==> config.mk <==
export PLATFORM = sky130hd
export DESIGN_NAME = fsvc_ram
export DESIGN_NICKNAME = d
export VERILOG_FILES = /design/src/hdl/frame_stamped_vertex_cache_assert.svh /design/src/hdl/fsvc_ram.sv
export SDC_FILE = /design/constraint.sdc
export NUM_CORES = 1
export LEC_CHECK = 0
export BUFFER_PORTS_ARGS = -buffer_cell sky130_fd_sc_hd__buf_2
export CAP_MARGIN = 20
export CORE_ASPECT_RATIO = 0.6
export CORE_MARGIN = 1.5
export CORE_UTILIZATION = 50
export CTS_CLUSTER_SIZE = 14
export DETAILED_ROUTE_END_ITERATION = 7
export GPL_TIMING_DRIVEN = 0
export HOLD_SLACK_MARGIN = 0.03
export PLACE_DENSITY = 0.72
export SLEW_MARGIN = 20
export SYNTH_ARGS = -nofsm -noshare
export SYNTH_HDL_FRONTEND = slang
export SYNTH_SLANG_ARGS = --single-unit
==> constraint.sdc <==
create_clock -name clk -period 1.7 [get_ports clk]
set_clock_uncertainty 0.1 [all_clocks]
set_input_delay 0.085 -clock clk [delete_from_list [all_inputs] [get_ports clk]]
set_output_delay 0.085 -clock clk [all_outputs]
set_load 0.02 [all_outputs]
==> src/hdl/frame_stamped_vertex_cache_assert.svh <==
// ----------------------------------------------------------------------------
// frame_stamped_vertex_cache_assert.svh
// assertion macros shared by the vertex cache rtl
// ----------------------------------------------------------------------------
`ifndef FRAME_STAMPED_VERTEX_CACHE_ASSERT_SVH
`define FRAME_STAMPED_VERTEX_CACHE_ASSERT_SVH

// same-cycle implication, sampled on clk, off while rst_n is low
`define FSVC_ASSERT_NOW(label, ante, cons, msg) \
    label: assert property (@(posedge clk) disable iff (!rst_n) (ante) |-> (cons)) \
        else $error(msg);

// next-cycle implication, sampled on clk, off while rst_n is low
`define FSVC_ASSERT_NXT(label, ante, cons, msg) \
    label: assert property (@(posedge clk) disable iff (!rst_n) (ante) |=> (cons)) \
        else $error(msg);

`endif

==> src/hdl/fsvc_ram.sv <==
`timescale 1ns / 1ps
// ----------------------------------------------------------------------------
// fsvc_ram
// generic simple dual port ram, one write and one registered read per cycle
// ----------------------------------------------------------------------------
module fsvc_ram #(
    parameter int unsigned WIDTH = 8,
    parameter int unsigned DEPTH = 16,
    localparam int unsigned AW   = (DEPTH > 1) ? $clog2(DEPTH) : 1
) (
    input  logic             clk,
    input  logic             we,
    input  logic [AW-1:0]    waddr,
    input  logic [WIDTH-1:0] wdata,
    input  logic [AW-1:0]    raddr,
    output logic [WIDTH-1:0] rdata
);

    logic [WIDTH-1:0] mem [DEPTH];
    logic [WIDTH-1:0] rdata_reg;

    // write port
    always_ff @(posedge clk)
    begin
        if (we)
        begin
            mem[waddr] <= wdata;
        end
    end

    // registered read port
    always_ff @(posedge clk)
    begin
        rdata_reg <= mem[raddr];
    end

    assign rdata = rdata_reg;

endmodule

==> flow_metrics.env <==
export IMPL_critPathCaptureType="register"
export IMPL_rsz0062_at_grt="no"
export IMPL_area_growth_pct=16.89
export IMPL_layout_cells_non_filler=427
export IMPL_cp_max_fo=1
export IMPL_dp_hpwl_mm=6.416
export IMPL_yosysSeqAreaShare_pct=77.78
export IMPL_post_drt_wl_per_cell_um=24.14
export IMPL_grt_pass1_vias=2436
export IMPL_avgViaCountPerCell=5.759
export IMPL_reg2reg_depth=3
export IMPL_initial_core_util_pct=51.74
export IMPL_p_sw_share_pct=20.57
export IMPL_largest_reg_flops=128
export IMPL_grt_max_degree=17
export IMPL_netlist_area_sq_um=5147
export IMPL_final_net_count=298
export IMPL_reg2reg_slack_ns=0.15
export IMPL_comb_power_share_pct=5.6
export IMPL_cpPeakStageDelay_ns=0.61
export IMPL_clock_path_buffers=2
export IMPL_period_needed_ns=1.553
export IMPL_place_area_sq_um=5456
export IMPL_hold_path_startpoint="raddr[1]"
export IMPL_postRouteAntennaNets=0
export IMPL_tightest_slew_ns=0.8524
export IMPL_clkSlewWorstSetupHoldPaths_ns=0.05
export IMPL_timing_fmax_mhz=644.1
export IMPL_synth_seq_cells=136
export IMPL_post_cts_buffers=0
export IMPL_whs_path_depth=4
export IMPL_hold_path_end="rdata[0]$_DFF_P_"
export IMPL_core_sq_um=9950
export IMPL_routed_wl_mm=10.31
export IMPL_fp_row_count=28
export IMPL_drv_slew=0
export IMPL_first_pass_iters=4
export IMPL_final_common_cell="edfxtp_1"
export IMPL_reg2reg_to="rdata[2]$_DFF_P_"
export IMPL_cp_required_ns=1.89
export IMPL_p_seq_share_pct=52.3
export IMPL_pin_count=26
export IMPL_cp_startpoint="mem[5][2]$_DFFE_PP_"
export IMPL_slew_headroom_pct=42.96
export IMPL_fin_area_sq_um=6017
export IMPL_mostFrequentLayoutCells="128 x edfxtp_1, 27 x buf_2, 18 x mux4_2"
export IMPL_tritoncts="built"
export IMPL_antenna_found_initial=0
export IMPL_worstSetupPathType="reg2reg"
export IMPL_ys_types=19
export IMPL_setup_violations_final=0
export IMPL_cts_root_buf="clkbuf_16"
export IMPL_run_status="finished clean"
export IMPL_synth_fp_nets=247
export IMPL_arrival_ns=1.74
export IMPL_fp_dieW_um=134.0
export IMPL_internal_power_w=0.005727
export IMPL_drc=0
export IMPL_clkPwrFrac_pct=42.1
export IMPL_dp_cells=388
export IMPL_slowest_stage="mux4_1"
export IMPL_hold_viol=0
export IMPL_grt_overflow_total=0
export IMPL_p_per_area_nw_per_um2=1198
export IMPL_rr_startpoint="mem[5][2]$_DFFE_PP_"
export IMPL_p_sw_w=0.001484
export IMPL_diodes=0
export IMPL_die_h_um=81.60
export IMPL_drt_iter0_drc=240
export IMPL_cts_buffers=17
export IMPL_synthCells=229
export IMPL_grt_pass1_wl_mm=15.12
export IMPL_maxCapViolCount=0
export IMPL_drive_gt1_share_pct=26.03
export IMPL_grt_usage_pct=21.14
export IMPL_routabilityCongestion=0.7315
export IMPL_vdd_drop_max_v=0.0009284
export IMPL_clock_latency_ns=0.41
export IMPL_ys_warn_count=0
export IMPL_finalCritPeriodShare_pct=91.32
export IMPL_syn_avg_cell_area_sq_um=22.48
export IMPL_num_vias=2459
export IMPL_holdCritPathClass="in2reg"
export IMPL_cp_start_kind="register"
export IMPL_dieArea_sq_um=10930
export IMPL_cp_cell_sequence="mux4_1, a22oi_1, nand2_1"
export IMPL_io_buffers=24
export IMPL_p_leak_nw=2.011
export IMPL_clock_sinks=136
export IMPL_cts_max_level=4
-- critical path: cells and delay by family, from the launching register on --
family | cells | cell delay (ns)
multiplexers | 1 | 0.61
AO/OA/AOI/OAI | 1 | 0.25
flip-flops | 1 | 0.37
AND/OR/NAND/NOR | 1 | 0.09
-- per-layer routing --
metal  vias to the layer above  share of wire, %  track usage, %
met3                         6               8.6           6.605
met1                      1271                46           31.33
met4                         0              0.49           7.500
met5                         -                 0               0
li1                       1081                 -               -
met2                       101                45           29.95
-- power by group through the flow --
stage / Clock, W / Combinational [W] / Sequential [W]
after floorplan: 0 / 0.000190 / 0.00386
after global placement: 0 / 0.000380 / 0.00383
after detailed placement: 0 / 0.000391 / 0.00384
after CTS: 0.00308 / 0.000408 / 0.00377
after global routing: 0.00323 / 0.000432 / 0.00377
final: 0.00304 / 0.000404 / 0.00377
-- Yosys cell counts --
cell	count	area share, %
buf_4	1	0.15
nand2b_1	2	0.24
nor3_1	4	0.39
nor2b_1	1	0.12
nor2_1	13	0.95
buf_6	3	0.66
or3b_2	1	0.17
a22oi_1	16	2.3
and2b_1	1	0.15
mux4_1	14	7.1
clkdlybuf4s25_2	3	0.58
edfxtp_1	128	75
dfxtp_1	8	3.1
nand3_1	1	0.097
nand3b_1	2	0.29
buf_2	3	0.29
mux4_2	18	7.9
and2_1	1	0.12
nand2_1	9	0.66
-- how the worst max path moves through the flow --
stage	to	slack [ns]	cells past startpoint
6_report	rdata[2]$_DFF_P_	0.15	3
3_3_place_gp	mem[0][7]$_DFFE_PP_	-0.50	3
4_1_cts	rdata[2]$_DFF_P_	0.12	3
5_1_grt	rdata[2]$_DFF_P_	0.09	3
2_1_floorplan	mem[0][0]$_DFFE_PP_	0.02	2
3_5_place_dp	mem[2][2]$_DFFE_PP_	-0.20	3
-- stage by stage --
step	worst slack [ns]	hold slack [ns]	setup TNS [ns]	power, W	utilization, %
after floorplan	0.02213	0.08387	0	0.004052	-
after global placement	-0.5046	0.3869	-12.76	0.004213	54.64
after detailed placement	-0.2010	0.4003	-5.659	0.004228	54.84
after CTS	0.1186	0.03208	0	0.007261	60.48
after global routing	0.09267	0.04572	0	0.007438	60.48
final	0.1475	0.04122	0	0.007211	60.48
-- logic make-up after synthesis --
logic type / Yosys count / share of synthesized area, %
muxes: 32 / 15.02
AOI/OAI and AO/OA: 16 / 2.334
and+or+nand+nor: 35 / 3.184
buffers and inverters: 10 / 1.677
DFF: 136 / 77.78
-- final cells by class --
type,count,area (sq um)
fillers,714,3933
flip-flops and latches,136,4004
clock inverters,8,32.53
multi-input cells,83,1077
well taps,135,168.9
clock buffers,23,447.9
plain buffers,10,86.33
repair buffers,32,200.2
-- timing repair --
item	CTS	global route
hold buffers	8	0
resized for setup	0	0
endpoints found under the setup margin	0	0
endpoints found under the hold margin	128	0
(Power assumes the default switching activity.)
