===== config.mk =====
export PLATFORM = sky130hd
export DESIGN_NAME = fsvc_hash
export DESIGN_NICKNAME = d
export VERILOG_FILES = /design/src/hdl/frame_stamped_vertex_cache_assert.svh /design/src/hdl/fsvc_pkg.sv /design/src/hdl/fsvc_hash.sv
export SDC_FILE = /design/constraint.sdc
export NUM_CORES = 1
export LEC_CHECK = 0
export BUFFER_PORTS_ARGS = -buffer_cell sky130_fd_sc_hd__buf_2
export CAP_MARGIN = 0
export CORE_MARGIN = 2
export CORE_UTILIZATION = 40
export CTS_BUF_LIST = sky130_fd_sc_hd__clkbuf_8
export CTS_CLUSTER_DIAMETER = 60
export CTS_CLUSTER_SIZE = 30
export DETAILED_ROUTE_END_ITERATION = 6
export MAX_ROUTING_LAYER = met4
export PLACE_DENSITY = 0.58
export SLEW_MARGIN = 20
export SYNTH_ARGS = -nofsm -noshare
export SYNTH_HDL_FRONTEND = slang
export SYNTH_SLANG_ARGS = --single-unit

===== constraint.sdc =====
create_clock -name clk -period 0.8 [get_ports clk]
set_input_delay 0.16 -clock clk [delete_from_list [all_inputs] [get_ports clk]]
set_output_delay 0.16 -clock clk [all_outputs]
set_load 0.05 [all_outputs]

===== src/hdl/frame_stamped_vertex_cache_assert.svh =====
// ----------------------------------------------------------------------------
// frame_stamped_vertex_cache_assert.svh
// assertion macros shared by the vertex cache rtl
// ----------------------------------------------------------------------------
`ifndef FRAME_STAMPED_VERTEX_CACHE_ASSERT_SVH
`define FRAME_STAMPED_VERTEX_CACHE_ASSERT_SVH

// same-cycle implication, sampled on clk, off while rst_n is low
`define FSVC_ASSERT_NOW(label, ante, cons, msg) \
    label: assert property (@(posedge clk) disable iff (!rst_n) (ante) |-> (cons)) \
        else $error(msg);

// next-cycle implication, sampled on clk, off while rst_n is low
`define FSVC_ASSERT_NXT(label, ante, cons, msg) \
    label: assert property (@(posedge clk) disable iff (!rst_n) (ante) |=> (cons)) \
        else $error(msg);

`endif


===== src/hdl/fsvc_pkg.sv =====
`timescale 1ns / 1ps
// ----------------------------------------------------------------------------
// fsvc_pkg
// shared types and constants of the frame stamped vertex cache
// ----------------------------------------------------------------------------
package fsvc_pkg;

    localparam int unsigned FRAME_W = 64;
    localparam int unsigned KEY_W   = 16;
    localparam int unsigned POS_W   = 32;
    localparam int unsigned HASH_W  = 32;

    // hash multipliers
    localparam logic [HASH_W-1:0] HASH_MUL_X = 32'h85EB_CA77;
    localparam logic [HASH_W-1:0] HASH_MUL_Y = 32'hC2B2_AE3D;

    // result status codes
    localparam logic [1:0] STATUS_INSERT   = 2'd0;
    localparam logic [1:0] STATUS_REUSE    = 2'd1;
    localparam logic [1:0] STATUS_OVERFLOW = 2'd2;

    // one table entry as stored in the slot memory
    typedef struct packed {
        logic               valid;
        logic [FRAME_W-1:0] frame;
        logic [KEY_W-1:0]   key_x;
        logic [KEY_W-1:0]   key_y;
        logic               precise;
        logic [POS_W-1:0]   pos_x;
        logic [POS_W-1:0]   pos_y;
    } fsvc_entry_t;

    localparam int unsigned ENTRY_W = $bits(fsvc_entry_t);

endpackage


===== src/hdl/fsvc_hash.sv =====
`timescale 1ns / 1ps
// ----------------------------------------------------------------------------
// fsvc_hash
// key hash and start slot: two registered multiplies, xor fold, then the
// remainder by the table size (mask, or a two-stage reciprocal multiply)
// ----------------------------------------------------------------------------
module fsvc_hash #(
    parameter int unsigned CAPACITY = 1024,
    localparam int unsigned IDX_W   = $clog2(CAPACITY)
) (
    input  logic              clk,
    input  logic              rst_n,
    input  logic              start,
    input  logic signed [15:0] key_x,
    input  logic signed [15:0] key_y,
    output logic              done,
    output logic [IDX_W-1:0]  slot
);

    import fsvc_pkg::*;

    localparam bit            POW2  = (CAPACITY & (CAPACITY - 1)) == 0;
    localparam int unsigned   SH    = HASH_W + IDX_W;
    localparam int unsigned   RCP_W = HASH_W + 1;
    localparam int unsigned   PRD_W = HASH_W + RCP_W;
    // reciprocal of the table size rounded up; the quotient is exact for
    // every 32-bit hash when the size is not a power of two
    localparam logic [63:0]       RCP_FULL = ((64'd1 << SH) + 64'(CAPACITY) - 64'd1)
                                             / 64'(CAPACITY);
    localparam logic [RCP_W-1:0]  RCP      = RCP_W'(RCP_FULL);
    localparam logic [HASH_W-1:0] CAP_H    = HASH_W'(CAPACITY);

    logic [HASH_W-1:0] ext_x;
    logic [HASH_W-1:0] ext_y;
    logic [HASH_W-1:0] px_reg;
    logic [HASH_W-1:0] py_reg;
    logic              v1_reg;
    logic [HASH_W-1:0] mix;
    logic [HASH_W-1:0] h_reg;
    logic              v2_reg;
    logic [PRD_W-1:0]  prod_reg;
    logic [HASH_W-1:0] hq_reg;
    logic              v3_reg;
    logic [HASH_W-1:0] quo;
    logic [HASH_W-1:0] rem_full;
    logic [IDX_W-1:0]  rem_reg;
    logic              v4_reg;

    // stage one: sign extend and multiply, low 32 bits kept
    assign ext_x = {{(HASH_W - 16){key_x[15]}}, key_x};
    assign ext_y = {{(HASH_W - 16){key_y[15]}}, key_y};

    always_ff @(posedge clk)
    begin
        px_reg   <= HASH_W'(ext_x * HASH_MUL_X);
        py_reg   <= HASH_W'(ext_y * HASH_MUL_Y);
        h_reg    <= mix;
        prod_reg <= {{RCP_W{1'b0}}, h_reg} * {{HASH_W{1'b0}}, RCP};
        hq_reg   <= h_reg;
        rem_reg  <= IDX_W'(rem_full);
    end

    // stage two: xor and xor-shift fold
    always_comb
    begin
        mix = px_reg ^ py_reg;
        mix = mix ^ (mix >> 16);
    end

    // remainder from the quotient; quotient times size never exceeds the hash
    assign quo      = HASH_W'(prod_reg >> SH);
    assign rem_full = hq_reg - quo * CAP_H;

    always_ff @(posedge clk or negedge rst_n)
    begin
        if (!rst_n)
        begin
            v1_reg <= 1'b0;
            v2_reg <= 1'b0;
            v3_reg <= 1'b0;
            v4_reg <= 1'b0;
        end
        else
        begin
            v1_reg <= start;
            v2_reg <= v1_reg;
            v3_reg <= v2_reg;
            v4_reg <= v3_reg;
        end
    end

    // power of two sizes take the low bits straight away
    assign done = POW2 ? v2_reg : v4_reg;
    assign slot = POW2 ? h_reg[IDX_W-1:0] : rem_reg;

endmodule


==> flow_summary.yaml, run 1 <==
sta:
  finalHoldViolCount: 0
  fin_crit_ns: 4.44
  worst_slew_pin_slew_ns: 0.394
  slew_headroom_pct: 73.7
  fin_setup_tns_ns: -97.52
  timing.fmax_mhz: 225
  grt_setup_unrepaired: "yes"
  setup_viol: 48
  min_period_over_period_pct: 555
  fin_ws_ns: -3.64
  finClkSkew_ns: 0.00625
  final_max_slew_viol_count: 0
worst_setup_path:
  reg2reg_from: "py_reg[25]"
  critPathCapture: "py_reg[25]"
  crit_type: "in -> reg"
  r2r-end: "h_reg[9]"
  r2r_cells: 3
  cp.arrival_ns: 4.64
  r2r_setup_slack_ns: -0.11
  crit_required_ns: 1.00
  worstSetupEndpointType: "flip-flop"
  crit_fanout: 4
  cp-startpoint: "key_y[6]"
  startpoint_type: "input port"
clock_network:
  clockBufferDepth: 2
  clock_sinks: 52
  htreeDepth: 2
  numCtsBuffers: 5
  clock_latency_ns: 0.30
  root_buffer: "clkbuf_8"
  cts_tree: "done"
  cts.clk_slew.worst_paths_ns: 0.09
yosys:
  yosysWarningCount: 0
  synth_edf_count: 0
  postSynthAreaPerCell_um2: 9.92
  synthTopCellsByArea: "fa_1 (36%), ha_1 (25%), inv_1 (13%)"
  yosys.area.top_type: "fa_1"
  synth-main-ff-cell: "dfxtp_1"
  ys_seq_elements: 52
  synth_top_area_share_pct: 36.1
  ys_types: 54
  syn_inst: 1134
  synthArstFlopShare_pct: 3.85
  synth.net_count: 1595
  syn_area_um2: 11200
  ys_top_cells_by_count: "inv_1 (382), ha_1 (223), fa_1 (203), xnor2_1 (64), dfxtp_1 (50)"
  yosys.cell_count.top_type: "inv_1"
  synth_seq_area_share_pct: 9.34
layout:
  drive_gt1_share_pct: 39.8
  layout.nets: 1905
  finalCoreUtilization_pct: 57.6
  instances_no_fill: 1823
  nFillCells: 2370
  diodes: 0
  syn2layout_area_growth_pct: 41.9
die:
  start_util_pct: 40.6
  rows: 61
  core_area_um2: 27700
  die_y_um: 172
  die-area_um2: 29500
  num_io_pins: 46
  die_x_um: 172
global_route:
  grt_usage_pct: 21.1
  antenna_found_initial: 1
  grt_max_degree: 17
  grt_pass1_wl_um: 46100
  grt_pass1_vias: 9054
  grt.overflow.total: 0
route:
  num_vias: 8302
  ant_nets: 0
  wirelength_um: 28900
  avgViaCountPerCell: 4.55
  drc: 0
  wl_per_cell_um: 15.9
  drtIter0Drc: 298
  firstDrtPassIters: 4
placement:
  gp_congestion: 0.935
  placed_cells: 1784
  dp_slack_ns: -4.11
  portBuffers: 45
  hpwlAfterDp_um: 25600
status:
  violations: "setup timing"
  status: "complete, but fails checks"
flow_run:
  drv_cap: 0
worst_hold_path:
  hold_path_class: "in -> async"
==> cells by family after synthesis <==
family          share of synthesized area (%)
simple gates                             3.23
buf+inv                                  12.9
mux                                     0.100
fa+ha+maj                                60.9
flops                                    9.34
compound gates                           7.24
xor+xnor                                 6.31
==> cell type report <==
| type | count | area (um2) | area share [%] |
|---|---|---|---|
| clock buffers | 6 | 82.6 | 0.517 |
| clock inverters | 2 | 38.8 | 0.243 |
| inverters | 382 | 1440 | 9.00 |
| multi-input cells | 697 | 10300 | 64.4 |
| flip-flops and latches | 52 | 1080 | 6.79 |
| well taps | 378 | 473 | 2.96 |
| repair buffers | 306 | 2570 | 16.1 |
==> critical path: stages <==
cell,delay [ns]
buf_12,0.11
fa_2,0.57
inv_2,0.04
fa_1,0.49
fa_1,0.42
inv_2,0.07
fa_2,0.44
fa_2,0.59
fa_2,0.47
ha_4,0.19
a21oi_4,0.17
o211ai_4,0.12
a2111oi_4,0.32
o21ai_2,0.13
a221oi_2,0.25
xnor2_1,0.09
==> what timing repair did <==
item / 4_1_cts / 5_1_grt
endpoints found under the hold margin: 3 / 0
setup buffers: 25 / 13
cloned: 0 / 0
hold buffers: 2 / 0
endpoints found under the setup margin: 54 / 55
resized for setup: 227 / 95
pin swaps: 101 / 81
==> cells in the final DEF (no fill, tap or decap), types with 26 or more instances in the layout <==
| master | netlist | routed |
|---|---|---|
| inv_2 | 0 | 40 |
| dfxtp_1 | 50 | 26 |
| buf_6 | 0 | 39 |
| fa_2 | 0 | 27 |
| fa_1 | 203 | 176 |
| ha_4 | 0 | 73 |
| inv_1 | 382 | 341 |
| ha_1 | 223 | 143 |
| buf_4 | 0 | 231 |
| xnor2_1 | 64 | 55 |
==> routing by layer <==
layer,part of all wire (%),up-vias,GRT usage [%]
met4,1.1,0,2.91
met3,3.9,18,3.06
met5,0,-,-
met2,47,102,33.6
met1,48,4115,29.2
li1,-,4067,-
==> per-stage QoR <==
step	hold slack [ns]	area, um2
detailed placement	-0.0546	14300
global placement	-0.0568	14300
CTS	0.142	15600
floorplan	-0.136	11900
finish	0.157	16000
global route	0.146	16000
==> worst min-delay path by stage <==
stage / from / endpoint / slack (ns) / cells after the start
floorplan: rst_n / done / -0.14 / 0
global placement: rst_n / done / -0.06 / 1
detailed placement: rst_n / v1_reg / -0.05 / 1
CTS: rst_n / v1_reg / 0.14 / 2
global route: rst_n / v1_reg / 0.15 / 2
finish: rst_n / done / 0.16 / 2
Power of run 1 is not shown: default switching activity piles up to over one toggle a cycle in this logic, so the estimate is an artifact.
==> inputs of run 2 (changes only) <==
--- a/config.mk
+++ b/config.mk
@@ -8,13 +8,13 @@
 export BUFFER_PORTS_ARGS = -buffer_cell sky130_fd_sc_hd__buf_2
 export CAP_MARGIN = 0
 export CORE_MARGIN = 2
-export CORE_UTILIZATION = 40
+export CORE_UTILIZATION = 35
 export CTS_BUF_LIST = sky130_fd_sc_hd__clkbuf_8
 export CTS_CLUSTER_DIAMETER = 60
 export CTS_CLUSTER_SIZE = 30
 export DETAILED_ROUTE_END_ITERATION = 6
 export MAX_ROUTING_LAYER = met4
-export PLACE_DENSITY = 0.58
+export PLACE_DENSITY = 0.52
 export SLEW_MARGIN = 20
 export SYNTH_ARGS = -nofsm -noshare
 export SYNTH_HDL_FRONTEND = slang
==> run 2 against run 1 <==
Effect of this change: the flow still finishes with violations (setup timing); sequential share of layout area rose by 0.13 points; maximum frequency shrank 1.6%; via count fell by 0.22%; core utilization down 8.2 points; sequential cell count did not move; clock skew grew 0.011 ns; clock-buffer cell count decreased by 1; largest cell class unchanged; routed wire length shrank 0.54%; critical path type unchanged.
==> flow_summary.yaml, run 2 (synthesis gave the netlist of run 1 again) <==
clock_network:
  clock_sinks: 52
  cts_tree: "done"
  numCtsBuffers: 5
  clock_latency_ns: 0.32
  cts.clk_slew.worst_paths_ns: 0.10
  htreeDepth: 2
  root_buffer: "clkbuf_8"
  clockBufferDepth: 2
sta:
  finClkSkew_ns: 0.0174
  timing.fmax_mhz: 222
  setup_viol: 50
  worst_slew_pin_slew_ns: 0.434
  final_max_slew_viol_count: 0
  finalHoldViolCount: 0
  fin_crit_ns: 4.51
  fin_ws_ns: -3.71
  grt_setup_unrepaired: "yes"
  min_period_over_period_pct: 564
  slew_headroom_pct: 70.3
worst_hold_path:
  hold_path_class: "in -> async"
layout:
  final_common_cell: "inv_1"
  layout.nets: 1899
  diodes: 0
  nFillCells: 2907
  finalCoreUtilization_pct: 49.4
  mostFrequentLayoutCells: "inv_1 (358), buf_4 (228), fa_1 (187), ha_1 (159), ha_4 (60)"
  syn2layout_area_growth_pct: 39.1
  drive_gt1_share_pct: 36.1
  instances_no_fill: 1841
die:
  num_io_pins: 46
  die_x_um: 183
  start_util_pct: 35.6
  die-area_um2: 33600
  die_y_um: 183
  core_area_um2: 31600
  rows: 65
route:
  num_vias: 8284
  avgViaCountPerCell: 4.50
  drtIter0Drc: 283
  drc: 0
  wl_per_cell_um: 15.6
  firstDrtPassIters: 4
  wirelength_um: 28800
  ant_nets: 0
global_route:
  grt_usage_pct: 18.7
  grt_use_met1_pct: 27.0
  antenna_found_initial: 1
  grt_pass1_wl_um: 47100
  grt_max_degree: 19
  grt-busiest-layer: "met2"
  grt_pass1_vias: 9077
  grtUsageMet2_pct: 29.3
  grt.met3_usage_pct: 1.45
  grt.overflow.total: 0
worst_setup_path:
  crit_type: "in -> reg"
  crit_fanout: 3
  crit_required_ns: 1.04
  cp.arrival_ns: 4.75
  worstSetupEndpointType: "flip-flop"
  startpoint_type: "input port"
status:
  status: "complete, but fails checks"
  violations: "setup timing"
placement:
  portBuffers: 45
  dp_slack_ns: -4.23
  gp_congestion: 0.885
  hpwlAfterDp_um: 26100
  placed_cells: 1811
flow_run:
  drv_cap: 0
## run 2: cell count changes in the layout (fill, tap and decap cells not counted), moves of 3 or more
| cell | previous run | this run |
|---|---|---|
| ha_1 | 143 | 159 |
| ha_2 | 7 | 4 |
| inv_2 | 40 | 24 |
| ha_4 | 73 | 60 |
| buf_6 | 39 | 34 |
| inv_1 | 341 | 358 |
| fa_1 | 176 | 187 |
| nand3_1 | 5 | 8 |
| buf_4 | 231 | 228 |
| buf_2 | 15 | 18 |
| xor2_2 | 9 | 6 |
| fa_2 | 27 | 16 |
## run 2: through the flow
stage               setup TNS [ns]  instance area (um2)  hold slack [ns]
floorplan                   -95.99                11900           -0.136
global placement           -111.87                14300          -0.0569
detailed placement         -112.65                14300          -0.0548
CTS                         -97.50                15400            0.122
global route               -102.72                15600            0.132
finish                      -98.39                15600            0.137
## run 2: cell type report
cell class	count	area (um2)	share of cell area [%]
clock buffer	5	68.8	0.440
clock inverter	3	27.5	0.176
inverter	382	1430	9.17
multi-input combinational	697	10000	64.2
sequential	52	1080	6.91
tap	402	503	3.22
timing repair buffer	300	2490	15.9
## run 2: worst paths after layout
| kind | cells after the start | start | slack [ns] | endpoint |
|---|---|---|---|---|
| max | 18 | key_x[4] | -3.71 | px_reg[24] |
| min | 2 | rst_n | 0.14 | done |
| max reg2reg | 2 | py_reg[23] | -0.01 | h_reg[7] |
| min reg2reg | 0 | v1_reg | 0.37 | done |
| max in group asynchronous | 2 | rst_n | 0.57 | v1_reg |
| min in group clk | 3 | key_x[1] | 0.20 | px_reg[1] |
## run 2: layer usage
metal  up-vias  wire length, um
li1       4054                -
met5         -                0
met3        25              843
met1      4113            14400
met2        92            13200
met4         0              374
## run 2: repair_timing
action	in CTS	in global routing
cloned	0	0
setup endpoints to repair	53	56
hold buffers	2	0
pin swaps	67	43
endpoints found under the hold margin	3	0
gates resized for setup	189	62
setup buffers	17	9
## run 2: critical path, stage by stage
cell and delay (ns):
buf_6 0.10, fa_2 0.40, fa_1 0.49, fa_1 0.50
inv_1 0.05, fa_1 0.47, inv_1 0.05, fa_1 0.47
inv_1 0.05, fa_1 0.52, inv_2 0.06, ha_4 0.25
a21o_1 0.19, o21bai_4 0.18, a22oi_2 0.21, a211oi_2 0.13
o2111a_1 0.26, a311oi_2 0.22
Power of run 2 is left out for the same reason.
